--- src/rtl/drc_pkg.sv ---
// ----------------------------------------------------------------------------
// drc_pkg
// Shared types and constants for the depth region occupancy centroid block.
// ----------------------------------------------------------------------------
package drc_pkg;

    localparam int COORD_W = 11;
    localparam int DEPTH_W = 16;

    localparam int DEF_COORD_BITS        = 11;
    localparam int DEF_MAX_REGION_PIXELS = 4096;

    localparam logic [DEPTH_W-1:0] NEAR_THRESHOLD_RESET = 16'd3801;

    typedef struct packed {
        logic [COORD_W-1:0] pixel_x;
        logic [COORD_W-1:0] pixel_y;
        logic [DEPTH_W-1:0] pixel_depth;
        logic               last_of_region;
    } pixel_t;

    typedef struct packed {
        logic [COORD_W-1:0] center_x;
        logic [COORD_W-1:0] center_y;
        logic [DEPTH_W-1:0] mean_depth;
        logic               occupied;
    } result_t;

    typedef enum logic [1:0] {
        ST_IDLE,
        ST_START,
        ST_WAIT,
        ST_LOAD
    } state_t;

    typedef enum logic [1:0] {
        FLD_X,
        FLD_Y,
        FLD_DEPTH
    } div_field_t;

endpackage

--- src/rtl/drc_accum.sv ---
// ----------------------------------------------------------------------------
// drc_accum
// Per-class sums and pixel counts; presents the class chosen for the result.
// ----------------------------------------------------------------------------
module drc_accum #(
    parameter int COORD_BITS        = drc_pkg::DEF_COORD_BITS,
    parameter int MAX_REGION_PIXELS = drc_pkg::DEF_MAX_REGION_PIXELS,
    parameter int CNT_W             = $clog2(MAX_REGION_PIXELS + 1),
    parameter int SUM_C_W           = COORD_BITS + $clog2(MAX_REGION_PIXELS),
    parameter int SUM_D_W           = drc_pkg::DEPTH_W + $clog2(MAX_REGION_PIXELS)
) (
    input  logic                       clk,
    input  logic                       rst_n,
    input  logic                       add,
    input  logic                       clear,
    input  logic [drc_pkg::DEPTH_W-1:0] threshold,
    input  logic [COORD_BITS-1:0]      x,
    input  logic [COORD_BITS-1:0]      y,
    input  logic [drc_pkg::DEPTH_W-1:0] depth,
    output logic [SUM_C_W-1:0]         sel_sum_x,
    output logic [SUM_C_W-1:0]         sel_sum_y,
    output logic [SUM_D_W-1:0]         sel_sum_depth,
    output logic [CNT_W-1:0]           sel_count,
    output logic                       sel_object
);

    localparam logic [CNT_W-1:0] CNT_FULL = CNT_W'(MAX_REGION_PIXELS);

    logic [SUM_C_W-1:0] obj_sx_reg, obj_sy_reg, bg_sx_reg, bg_sy_reg;
    logic [SUM_D_W-1:0] obj_sd_reg, bg_sd_reg;
    logic [CNT_W-1:0]   obj_cnt_reg, bg_cnt_reg;

    logic is_object;
    logic obj_add;
    logic bg_add;

    assign is_object = depth < threshold;
    // a full class drops further pixels until the region ends
    assign obj_add   = add && is_object && (obj_cnt_reg < CNT_FULL);
    assign bg_add    = add && !is_object && (bg_cnt_reg < CNT_FULL);

    always_ff @(posedge clk or negedge rst_n)
    begin
        if (!rst_n)
        begin
            obj_sx_reg  <= '0;
            obj_sy_reg  <= '0;
            obj_sd_reg  <= '0;
            obj_cnt_reg <= '0;
            bg_sx_reg   <= '0;
            bg_sy_reg   <= '0;
            bg_sd_reg   <= '0;
            bg_cnt_reg  <= '0;
        end
        else if (clear)
        begin
            obj_sx_reg  <= '0;
            obj_sy_reg  <= '0;
            obj_sd_reg  <= '0;
            obj_cnt_reg <= '0;
            bg_sx_reg   <= '0;
            bg_sy_reg   <= '0;
            bg_sd_reg   <= '0;
            bg_cnt_reg  <= '0;
        end
        else
        begin
            if (obj_add)
            begin
                obj_sx_reg  <= obj_sx_reg + SUM_C_W'(x);
                obj_sy_reg  <= obj_sy_reg + SUM_C_W'(y);
                obj_sd_reg  <= obj_sd_reg + SUM_D_W'(depth);
                obj_cnt_reg <= obj_cnt_reg + CNT_W'(1);
            end
            if (bg_add)
            begin
                bg_sx_reg  <= bg_sx_reg + SUM_C_W'(x);
                bg_sy_reg  <= bg_sy_reg + SUM_C_W'(y);
                bg_sd_reg  <= bg_sd_reg + SUM_D_W'(depth);
                bg_cnt_reg <= bg_cnt_reg + CNT_W'(1);
            end
        end
    end

    assign sel_object    = (obj_cnt_reg != '0);
    assign sel_sum_x     = sel_object ? obj_sx_reg  : bg_sx_reg;
    assign sel_sum_y     = sel_object ? obj_sy_reg  : bg_sy_reg;
    assign sel_sum_depth = sel_object ? obj_sd_reg  : bg_sd_reg;
    assign sel_count     = sel_object ? obj_cnt_reg : bg_cnt_reg;

endmodule

--- src/rtl/drc_divider.sv ---
// ----------------------------------------------------------------------------
// drc_divider
// Restoring divider, one quotient bit per cycle, shared by all three means.
// ----------------------------------------------------------------------------
module drc_divider #(
    parameter int DIVIDEND_W = 28,
    parameter int DIVISOR_W  = 13
) (
    input  logic                  clk,
    input  logic                  rst_n,
    input  logic                  start,
    input  logic [DIVIDEND_W-1:0] dividend,
    input  logic [DIVISOR_W-1:0]  divisor,
    output logic                  done,
    output logic [DIVIDEND_W-1:0] quotient
);

    localparam int STEP_W = (DIVIDEND_W > 1) ? $clog2(DIVIDEND_W) : 1;

    logic                  busy_reg, busy_next;
    logic                  done_reg, done_next;
    logic [STEP_W-1:0]     step_reg, step_next;
    logic [DIVISOR_W-1:0]  rem_reg, rem_next;
    logic [DIVISOR_W-1:0]  dsr_reg, dsr_next;
    logic [DIVIDEND_W-1:0] dq_reg, dq_next;

    logic [DIVISOR_W:0] shifted;
    logic [DIVISOR_W:0] diff;
    logic               fits;

    // dq_reg shifts the dividend out at the top and the quotient in at the bottom
    assign shifted = {rem_reg, dq_reg[DIVIDEND_W-1]};
    assign diff    = shifted - {1'b0, dsr_reg};
    assign fits    = shifted >= {1'b0, dsr_reg};

    always_comb
    begin
        busy_next = busy_reg;
        done_next = 1'b0;
        step_next = step_reg;
        rem_next  = rem_reg;
        dsr_next  = dsr_reg;
        dq_next   = dq_reg;
        if (start)
        begin
            busy_next = 1'b1;
            step_next = STEP_W'(DIVIDEND_W - 1);
            rem_next  = '0;
            dsr_next  = divisor;
            dq_next   = dividend;
        end
        else if (busy_reg)
        begin
            rem_next  = fits ? diff[DIVISOR_W-1:0] : shifted[DIVISOR_W-1:0];
            dq_next   = {dq_reg[DIVIDEND_W-2:0], fits};
            step_next = step_reg - STEP_W'(1);
            if (step_reg == '0)
            begin
                busy_next = 1'b0;
                done_next = 1'b1;
            end
        end
    end

    always_ff @(posedge clk or negedge rst_n)
    begin
        if (!rst_n)
        begin
            busy_reg <= 1'b0;
            done_reg <= 1'b0;
            step_reg <= '0;
        end
        else
        begin
            busy_reg <= busy_next;
            done_reg <= done_next;
            step_reg <= step_next;
        end
    end

    always_ff @(posedge clk)
    begin
        rem_reg <= rem_next;
        dsr_reg <= dsr_next;
        dq_reg  <= dq_next;
    end

    assign done     = done_reg;
    assign quotient = dq_reg;

endmodule

--- src/rtl/depth_region_occupancy_centroid.sv ---
// ----------------------------------------------------------------------------
// depth_region_occupancy_centroid
// Thresholded region centroid over a stream of depth pixels.
// ----------------------------------------------------------------------------
// Pixels that do not end a region: one per cycle, no result.
// Region's last pixel: three serial divisions (x, y, then mean depth) of
//   width W = 16 + clog2(MAX_REGION_PIXELS) for COORD_BITS <= 16, then the
//   result is loaded into the output register; pixel input stalls meanwhile.
// Reset: near_threshold = 3801, all sums and counts zero, no result pending.
// ----------------------------------------------------------------------------
module depth_region_occupancy_centroid #(
    parameter int COORD_BITS        = drc_pkg::DEF_COORD_BITS,
    parameter int MAX_REGION_PIXELS = drc_pkg::DEF_MAX_REGION_PIXELS
) (
    input  logic                        clk,
    input  logic                        rst_n,
    input  logic                        cfg_write,
    input  logic [drc_pkg::DEPTH_W-1:0] cfg_data,
    input  logic                        pixel_valid,
    output logic                        pixel_stall,
    input  drc_pkg::pixel_t             pixel,
    output logic                        result_valid,
    input  logic                        result_stall,
    output drc_pkg::result_t            result
);

    localparam int CNT_W   = $clog2(MAX_REGION_PIXELS + 1);
    localparam int LOG_W   = $clog2(MAX_REGION_PIXELS);
    localparam int SUM_C_W = COORD_BITS + LOG_W;
    localparam int SUM_D_W = drc_pkg::DEPTH_W + LOG_W;
    localparam int DIV_W   = (SUM_C_W > SUM_D_W) ? SUM_C_W : SUM_D_W;

    drc_pkg::state_t     state_reg, state_next;
    drc_pkg::div_field_t field_reg, field_next;

    logic [drc_pkg::DEPTH_W-1:0] thresh_reg;
    logic                        result_valid_reg, result_valid_next;
    drc_pkg::result_t            result_reg, result_next;
    logic [drc_pkg::COORD_W-1:0] qx_reg, qx_next, qy_reg, qy_next;
    logic [drc_pkg::DEPTH_W-1:0] qd_reg, qd_next;
    logic                        occ_reg, occ_next;

    logic                  pixel_xfer;
    logic                  acc_clear;
    logic                  div_start;
    logic                  div_done;
    logic [DIV_W-1:0]      div_dividend;
    logic [DIV_W-1:0]      div_quotient;
    logic [DIV_W-1:0]      quot_masked;
    logic [SUM_C_W-1:0]    sel_sum_x, sel_sum_y;
    logic [SUM_D_W-1:0]    sel_sum_depth;
    logic [CNT_W-1:0]      sel_count;
    logic                  sel_object;

    assign pixel_stall = (state_reg != drc_pkg::ST_IDLE);
    assign pixel_xfer  = pixel_valid && !pixel_stall;

    drc_accum #(
        .COORD_BITS        (COORD_BITS),
        .MAX_REGION_PIXELS (MAX_REGION_PIXELS),
        .CNT_W             (CNT_W),
        .SUM_C_W           (SUM_C_W),
        .SUM_D_W           (SUM_D_W)
    ) u_accum (
        .clk           (clk),
        .rst_n         (rst_n),
        .add           (pixel_xfer),
        .clear         (acc_clear),
        .threshold     (thresh_reg),
        .x             (COORD_BITS'(pixel.pixel_x)),
        .y             (COORD_BITS'(pixel.pixel_y)),
        .depth         (pixel.pixel_depth),
        .sel_sum_x     (sel_sum_x),
        .sel_sum_y     (sel_sum_y),
        .sel_sum_depth (sel_sum_depth),
        .sel_count     (sel_count),
        .sel_object    (sel_object)
    );

    always_comb
    begin
        case (field_reg)
            drc_pkg::FLD_X:     div_dividend = DIV_W'(sel_sum_x);
            drc_pkg::FLD_Y:     div_dividend = DIV_W'(sel_sum_y);
            default:            div_dividend = DIV_W'(sel_sum_depth);
        endcase
    end

    drc_divider #(
        .DIVIDEND_W (DIV_W),
        .DIVISOR_W  (CNT_W)
    ) u_divider (
        .clk      (clk),
        .rst_n    (rst_n),
        .start    (div_start),
        .dividend (div_dividend),
        .divisor  (sel_count),
        .done     (div_done),
        .quotient (div_quotient)
    );

    // an empty chosen class yields zeros rather than the all-ones of a /0
    assign quot_masked = (sel_count == '0) ? '0 : div_quotient;

    always_comb
    begin
        state_next        = state_reg;
        field_next        = field_reg;
        qx_next           = qx_reg;
        qy_next           = qy_reg;
        qd_next           = qd_reg;
        occ_next          = occ_reg;
        result_next       = result_reg;
        result_valid_next = result_valid_reg;
        div_start         = 1'b0;
        acc_clear         = 1'b0;

        if (result_valid_reg && !result_stall)
        begin
            result_valid_next = 1'b0;
        end

        unique case (state_reg)
            drc_pkg::ST_IDLE:
            begin
                if (pixel_xfer && pixel.last_of_region)
                begin
                    field_next = drc_pkg::FLD_X;
                    state_next = drc_pkg::ST_START;
                end
            end
            drc_pkg::ST_START:
            begin
                div_start  = 1'b1;
                state_next = drc_pkg::ST_WAIT;
            end
            drc_pkg::ST_WAIT:
            begin
                if (div_done)
                begin
                    unique case (field_reg)
                        drc_pkg::FLD_X:
                        begin
                            qx_next    = drc_pkg::COORD_W'(quot_masked);
                            field_next = drc_pkg::FLD_Y;
                            state_next = drc_pkg::ST_START;
                        end
                        drc_pkg::FLD_Y:
                        begin
                            qy_next    = drc_pkg::COORD_W'(quot_masked);
                            field_next = drc_pkg::FLD_DEPTH;
                            state_next = drc_pkg::ST_START;
                        end
                        default:
                        begin
                            qd_next    = drc_pkg::DEPTH_W'(quot_masked);
                            occ_next   = sel_object;
                            acc_clear  = 1'b1;
                            state_next = drc_pkg::ST_LOAD;
                        end
                    endcase
                end
            end
            drc_pkg::ST_LOAD:
            begin
                // wait for the output register to be free
                if (!result_valid_reg || !result_stall)
                begin
                    result_next.center_x   = qx_reg;
                    result_next.center_y   = qy_reg;
                    result_next.mean_depth = qd_reg;
                    result_next.occupied   = occ_reg;
                    result_valid_next      = 1'b1;
                    state_next             = drc_pkg::ST_IDLE;
                end
            end
            default:
            begin
                state_next = drc_pkg::ST_IDLE;
            end
        endcase
    end

    always_ff @(posedge clk or negedge rst_n)
    begin
        if (!rst_n)
        begin
            state_reg        <= drc_pkg::ST_IDLE;
            field_reg        <= drc_pkg::FLD_X;
            result_valid_reg <= 1'b0;
            thresh_reg       <= drc_pkg::NEAR_THRESHOLD_RESET;
        end
        else
        begin
            state_reg        <= state_next;
            field_reg        <= field_next;
            result_valid_reg <= result_valid_next;
            if (cfg_write)
            begin
                thresh_reg <= cfg_data;
            end
        end
    end

    always_ff @(posedge clk)
    begin
        qx_reg     <= qx_next;
        qy_reg     <= qy_next;
        qd_reg     <= qd_next;
        occ_reg    <= occ_next;
        result_reg <= result_next;
    end

    assign result_valid = result_valid_reg;
    assign result       = result_reg;

endmodule
--- config.mk ---
export PLATFORM = sky130hd
export DESIGN_NAME = depth_region_occupancy_centroid
export DESIGN_NICKNAME = d
export VERILOG_FILES = /design/src/rtl/drc_pkg.sv /design/src/rtl/drc_accum.sv /design/src/rtl/drc_divider.sv /design/src/rtl/depth_region_occupancy_centroid.sv
export SDC_FILE = /design/constraint.sdc
export NUM_CORES = 1
export LEC_CHECK = 0
export ABC_AREA = 1
export BUFFER_PORTS_ARGS = -buffer_cell sky130_fd_sc_hd__buf_2
export CAP_MARGIN = 20
export CORE_UTILIZATION = 55
export DETAILED_ROUTE_END_ITERATION = 7
export PLACE_DENSITY = 0.69
export SETUP_SLACK_MARGIN = 0.4
export SLEW_MARGIN = 30
export SYNTH_ARGS = -nofsm -noshare
export SYNTH_HDL_FRONTEND = slang
export SYNTH_HIERARCHICAL = 1
export SYNTH_SLANG_ARGS = --single-unit
--- constraint.sdc ---
create_clock -name clk -period 4 [get_ports clk]
set_input_delay 0.2 -clock clk [delete_from_list [all_inputs] [get_ports clk]]
set_output_delay 0.2 -clock clk [all_outputs]
set_load 0.02 [all_outputs]
==> results of run 1 <==
final timing paths:
check	slack, ns	depth (start not counted)	endpoint
min in group asynchronous	0.17	2	u_accum/bg_sd_reg[21]
setup / recovery	0.84	12	u_divider/quotient[10]
hold reg to reg	0.42	0	result[17]
setup reg to reg	0.84	12	u_divider/quotient[10]
max in group asynchronous	2.71	3	u_accum/obj_sy_reg[21]
hold / removal	0.02	4	u_accum/obj_sy_reg[0]
logic make-up (layout without fill, tap and decap cells):
logic type | count (synthesis) | after routing | share of synthesized area
AND/OR/NAND/NOR | 2019 | 2019 | 0.360
buffers and inverters | 526 | 625 | 0.0936
flip-flops | 334 | 334 | 0.375
AO/OA/AOI/OAI | 196 | 196 | 0.0457
adder cells (fa/ha/maj) | 116 | 116 | 0.0634
XOR/XNOR | 94 | 94 | 0.0347
multiplexers | 54 | 54 | 0.0272
worst max-delay path, stage by stage (launching register included):
cell	delay [ns]
dfrtp_1	0.44
inv_1	0.09
ha_1	0.20
nand2_1	0.06
nor3_1	0.07
nand3_4	0.33
buf_4	0.55
buf_4	0.51
mux2_2	0.39
nand2_1	0.08
nand3_2	0.07
nand2_1	0.06
nand2_1	0.05
stage by stage:
stage          hold WS, ns   util  total power [mW]  cell area [um2]  setup slack, ns
6_report            0.0247  0.613              11.2            25900            0.843
3_5_place_dp         0.224  0.579              7.74            24400            0.850
3_3_place_gp         0.228  0.578              7.63            24400            0.900
5_1_grt             0.0431  0.613              11.9            25900            0.622
2_1_floorplan      -0.0956      -              6.90            23700             1.31
4_1_cts             0.0152  0.613              11.3            25900            0.856
cell type report:
class,instances,share of cell area
clock inverters,20,0.00580
inverters,415,0.0603
repair buffers,138,0.0352
well taps,539,0.0260
clock buffers,52,0.0419
multi-input cells,2479,0.487
flip-flops and latches,334,0.344
layer usage:
metal	GRT usage	wire length [um]	part of all wire	up-vias
met2	0.484	29300	0.44	717
met1	0.424	30100	0.45	9930
li1	-	-	-	10765
met3	0.0603	4680	0.070	141
met5	0	8	0.00012	-
met4	0.119	2400	0.036	2
power breakdown:
group          switching [mW]  leakage, nW  internal [mW]
logic                    2.18         9.52           1.17
clock network            1.51        0.603           1.99
registers               0.299         3.73           4.10
total                    3.99         13.9           7.26
cells in the mapped netlist (all sizes together):
cell type  number  share of area
nand2        1262           0.20
inv           412          0.065
nand3         356          0.079
nor2          285          0.048
dfrtp         194           0.20
edfxtp        119           0.15
ha            109          0.058
a21oi          91          0.020
buf            71          0.021
o21ai          71          0.015
xnor2          58          0.021
nand4          55          0.015
mux2           54          0.027
clkbuf         40         0.0068
xor2           36          0.013
nor3           30         0.0065
o21bai         18         0.0057
nand3b         14         0.0044
dfxtp          13          0.011
dfstp           8         0.0089
nor4            8         0.0026
fa              7         0.0059
o21a            6         0.0019
a21o            3        0.00095
clkinv          3        0.00047
nor3b           3        0.00095
o211ai          3        0.00095
or2             3        0.00079
and2            2        0.00053
a211oi          1        0.00032
a21boi          1        0.00032
a22oi           1        0.00032
and3            1        0.00026
o22ai           1        0.00026
==> flow_metrics.env, run 1 <==
export IMPL_peakVddDrop_mv=0.279
export IMPL_grt_max_degree=133
export IMPL_clock_latency_ns=0.58
export IMPL_place_hpwl_mm=47.9
export IMPL_vias=21555
export IMPL_area_delta_synth_final_pct=9.26
export IMPL_die_area_mm2=0.0439
export IMPL_firstDrtPassIters=8
export IMPL_grt_pass1_vias=20503
export IMPL_cts_sinks=334
export IMPL_yosysSeqAreaShare=0.375
export IMPL_cts_made_buffers=39
export IMPL_status="completed"
export IMPL_synth_cells=3339
export IMPL_drcViolationCount=0
export IMPL_slew_headroom=0.359
export IMPL_grt_pass1_wl_mm=108
export IMPL_core_area_mm2=0.0422
export IMPL_h_tree_depth=2
export IMPL_crit_required_ns=4.33
export IMPL_cts_root_buffer="clkbuf_16"
export IMPL_seq_area_mm2=0.00890
export IMPL_ctsHoldBuffers=19
export IMPL_num_antenna_cells=0
export IMPL_grt_antenna_before_repair=1
export IMPL_cts_buffer_depth=3
export IMPL_post_cts_buffers=0
export IMPL_largest_reg_flops=39
export IMPL_end_kind="flip-flop"
export IMPL_finalSetupViolCount=0
export IMPL_grt_remaining_overflow=0
export IMPL_ant_nets=0
export IMPL_start_util=0.561
export IMPL_leakagePower_nw=13.9
export IMPL_slew_violations=0
export IMPL_mostFrequentLayoutCells="1251 x nand2_1, 403 x inv_1, 338 x nand3_1"
export IMPL_worstPathArrival_ns=3.49
export IMPL_power_density_mw_per_mm2=434
export IMPL_post_route_period_util=0.789
export IMPL_rows=75
export IMPL_stdcell_count=3977
export IMPL_cts_tree="done"
export IMPL_fin_nets=3583
export IMPL_crit_start="u_accum/obj_cnt_reg[0]"
export IMPL_min_delay_start="pixel[17]"
export IMPL_drtIter0Drc=1798
export IMPL_ys_types=57
export IMPL_gp_congestion=0.927
export IMPL_fmax_ghz=0.317
export IMPL_syn_cell_area_mm2=0.0237
export IMPL_worst_pin_slew_ns=0.958
export IMPL_setup_tns_ns=0
export IMPL_cp_max_fo=59
export IMPL_wl_mm=66.5
export IMPL_multi_input_area_mm2=0.0126
export IMPL_finalCriticalPeriod_ns=3.16
export IMPL_synth_seq_cells=334
export IMPL_dp_cells=3885
export IMPL_skew_ns=0.0395
export IMPL_hold_class="input port to flip-flop"
export IMPL_clkTransAtPathRegs_ns=0.06
export IMPL_grt_setup_unrepaired="false"
export IMPL_drive_above_1_share=0.0876
export IMPL_io_buffers=100
export IMPL_track_usage=0.309
export IMPL_avgSynthCellArea_um2=7.10
export IMPL_drt_wirelength_per_cell_um=16.7
export IMPL_finalHoldViolations=0
export IMPL_io_pins=101
export IMPL_fill_cells=3909
export IMPL_yosysWarnings=6
export IMPL_cap_violations=0
export IMPL_layout_cells_most_common="nand2_1"
export IMPL_post_cts_resized=0
export IMPL_cp_start_kind="flip-flop"
export IMPL_worstReg2RegStart="u_accum/obj_cnt_reg[0]"
export IMPL_viasPerCell=5.42
export IMPL_syn_num_nets=3515
export IMPL_worstSetupPathType="flip-flop to flip-flop"
export IMPL_die_height_um=210
export IMPL_fp_dieW_um=210
Note: power is estimated with default switching activity, not from simulation.
==> run 2, diff against run 1 <==
--- a/config.mk
+++ b/config.mk
@@ -5,12 +5,12 @@
 export SDC_FILE = /design/constraint.sdc
 export NUM_CORES = 1
 export LEC_CHECK = 0
-export ABC_AREA = 1
+export ABC_AREA = 0
 export BUFFER_PORTS_ARGS = -buffer_cell sky130_fd_sc_hd__buf_2
 export CAP_MARGIN = 20
 export CORE_UTILIZATION = 55
 export DETAILED_ROUTE_END_ITERATION = 7
-export PLACE_DENSITY = 0.69
+export PLACE_DENSITY = 0.73
 export SETUP_SLACK_MARGIN = 0.4
 export SLEW_MARGIN = 30
 export SYNTH_ARGS = -nofsm -noshare
==> constraint.sdc (replaced) <==
create_clock -name clk -period 2.9 [get_ports clk]
set_input_delay 0.145 -clock clk [delete_from_list [all_inputs] [get_ports clk]]
set_output_delay 0.145 -clock clk [all_outputs]
set_load 0.02 [all_outputs]
==> flow_metrics.env, run 2 <==
export IMPL_cp_max_fo=5
export IMPL_wl_mm=57.8
export IMPL_setup_tns_ns=0
export IMPL_path_cells="inv_1 -> ha_4 -> nand2_4 -> nor3_4 -> a21oi_2 -> buf_12 -> o21ai_4 -> nand3_2 -> o31a_4 -> nor3b_4 -> mux2_4"
export IMPL_cts_root_buffer="clkbuf_16"
export IMPL_cts_made_buffers=37
export IMPL_status="completed"
export IMPL_worstPathArrival_ns=3.11
export IMPL_grt_max_degree=86
export IMPL_cap_violations=0
export IMPL_ys_types=90
export IMPL_slew_violations=0
export IMPL_mostFrequentLayoutCells="391 x nand2_1, 193 x dfrtp_1, 160 x nor2_1"
export IMPL_vias=17210
export IMPL_worst_pin_slew_ns=0.733
export IMPL_clock_latency_ns=0.55
export IMPL_area_delta_synth_final_pct=29.0
export IMPL_holdWs_ns=0.0310
export IMPL_track_usage=0.293
export IMPL_grt_pass1_wl_mm=83.9
export IMPL_synth_seq_cells=334
export IMPL_fmax_ghz=0.374
export IMPL_skew_ns=0.0169
export IMPL_start_util=0.562
export IMPL_power_mw=25.7
export IMPL_slew_headroom=0.511
export IMPL_core_area_mm2=0.0347
export IMPL_crit_required_ns=3.33
export IMPL_place_hpwl_mm=34.5
export IMPL_fp_dieW_um=190
export IMPL_cts_buffer_depth=3
export IMPL_yosys_area_top_type="dfrtp_1"
export IMPL_fin_nets=2513
export IMPL_gp_congestion=0.912
export IMPL_post_route_period_util=0.923
export IMPL_ant_nets=0
export IMPL_synth_edff_count=119
export IMPL_yosysWarnings=6
export IMPL_hold_class="input port to flip-flop"
export IMPL_avgSynthCellArea_um2=9.41
export IMPL_grt_setup_unrepaired="true"
export IMPL_die_area_mm2=0.0362
export IMPL_drtIter0Drc=1706
export IMPL_stdcell_count=2821
export IMPL_peakVddDrop_mv=0.712
export IMPL_grt_pass1_vias=16078
export IMPL_crit_path_max_incr_delay_ns=0.52
export IMPL_largest_reg_flops=39
export IMPL_finalSetupViolCount=0
export IMPL_finalHoldViolations=0
export IMPL_end_kind="flip-flop"
export IMPL_grt_antenna_before_repair=0
export IMPL_slowest_stage="dfstp_2"
export IMPL_io_buffers=100
export IMPL_synth_area_leaders="dfrtp_1 25%, edfxtp_1 18%, nand2_1 8.4%, ha_1 7.0%, a21oi_1 3.6%"
export IMPL_fin_util=0.725
export IMPL_yosysSeqAreaShare=0.456
export IMPL_layout_cells_most_common="nand2_1"
export IMPL_h_tree_depth=2
export IMPL_grt_remaining_overflow=0
export IMPL_die_height_um=190
export IMPL_rows=68
export IMPL_drive_above_1_share=0.279
export IMPL_num_antenna_cells=0
export IMPL_ys_async_sr_fraction=0.605
export IMPL_io_pins=101
export IMPL_ys_flop_type="dfrtp_1"
export IMPL_cts_tree="done"
export IMPL_drcViolationCount=0
export IMPL_drt_wirelength_per_cell_um=20.5
export IMPL_viasPerCell=6.10
export IMPL_fill_cells=2304
export IMPL_cts_sinks=334
export IMPL_power_density_mw_per_mm2=1020
export IMPL_firstDrtPassIters=6
export IMPL_netlist_top_cells_count="436 x nand2_1, 194 x dfrtp_1, 169 x nor2_1, 140 x a21oi_1, 119 x edfxtp_1"
export IMPL_dp_cells=2609
export IMPL_leakagePower_nw=11.1
export IMPL_synth_top_area_share=0.249
export IMPL_syn_cell_area_mm2=0.0195
export IMPL_yosysMostFrequentCell="nand2_1"
export IMPL_cp_start_kind="flip-flop"
export IMPL_worstSetupPathType="flip-flop to flip-flop"
export IMPL_clkTransAtPathRegs_ns=0.06
export IMPL_finalCriticalPeriod_ns=2.68
export IMPL_synth_cells=2073
export IMPL_syn_num_nets=2249
==> run 2: timing repair <==
item / 4_1_cts / 5_1_grt
setup buffers: 51 / 53
cloned: 9 / 11
hold buffers: 20 / 0
hold endpoints to repair: 69 / 0
resized for setup: 102 / 238
setup endpoints to repair: 185 / 226
pin swaps: 76 / 115
==> run 2: final timing paths <==
| path | startpoint | slack [ns] | endpoint | cells past startpoint |
|---|---|---|---|---|
| min | pixel_valid | 0.03 | field_reg[1] | 4 |
| max in group asynchronous | rst_n | 1.87 | thresh_reg[6] | 3 |
| min reg2reg | qd_reg[9] | 0.42 | result[10] | 0 |
| min in group asynchronous | rst_n | 0.14 | u_accum/bg_cnt_reg[7] | 2 |
| max reg2reg | thresh_reg[6] | 0.22 | u_accum/bg_sd_reg[24] | 11 |
| max | thresh_reg[6] | 0.22 | u_accum/bg_sd_reg[24] | 11 |
==> run 2: cells by family (layout without fill, tap and decap cells) <==
logic type | Yosys count | count (layout) | synth area share
xor gates and xnor gates | 133 | 133 | 0.0597
adders and majority gates | 116 | 116 | 0.0771
AOI/OAI and AO/OA | 404 | 406 | 0.133
and+or+nand+nor | 863 | 863 | 0.200
muxes | 76 | 76 | 0.0422
buffers and inverters | 147 | 438 | 0.0312
DFF | 334 | 334 | 0.456
==> run 2: cell type report <==
class / instances / area (um2) / share of cell area
repair buffers: 306 / 2840 / 0.113
clock inverters: 17 / 343 / 0.0136
well taps: 455 / 569 / 0.0226
clock buffers: 51 / 1030 / 0.0409
inverters: 64 / 251 / 0.0100
flip-flops and latches: 334 / 8900 / 0.354
multi-input cells: 1594 / 11200 / 0.446
==> run 2: routing by layer <==
layer | GRT usage | up-vias | wire length (um)
li1 | - | 7817 | -
met1 | 0.393 | 8363 | 23200
met2 | 0.483 | 830 | 27600
met3 | 0.0388 | 200 | 4320
met4 | 0.115 | 0 | 2740
met5 | 0 | - | 0
==> run 2: critical path, delay by kind of cell, from the launching register on <==
| kind | cells | cell delay (ns) |
|---|---|---|
| multiplexers | 1 | 0.31 |
| flip-flops | 1 | 0.52 |
| buffers and inverters | 2 | 0.21 |
| adder cells (fa/ha/maj) | 1 | 0.27 |
| AND/OR/NAND/NOR | 4 | 0.58 |
| AO/OA/AOI/OAI | 3 | 0.67 |
==> run 2: report_power, final <==
| part | internal (mW) | switching [mW] |
|---|---|---|
| registers | 6.30 | 1.02 |
| logic | 6.01 | 7.06 |
| clock network | 3.24 | 2.04 |
==> run 2: per-stage QoR <==
stage,area (um2),setup slack (ns)
4_1_cts,23600,0.266
3_5_place_dp,20900,0.0856
3_3_place_gp,20900,0.140
6_report,25200,0.224
2_1_floorplan,19500,0.402
5_1_grt,25200,0.124
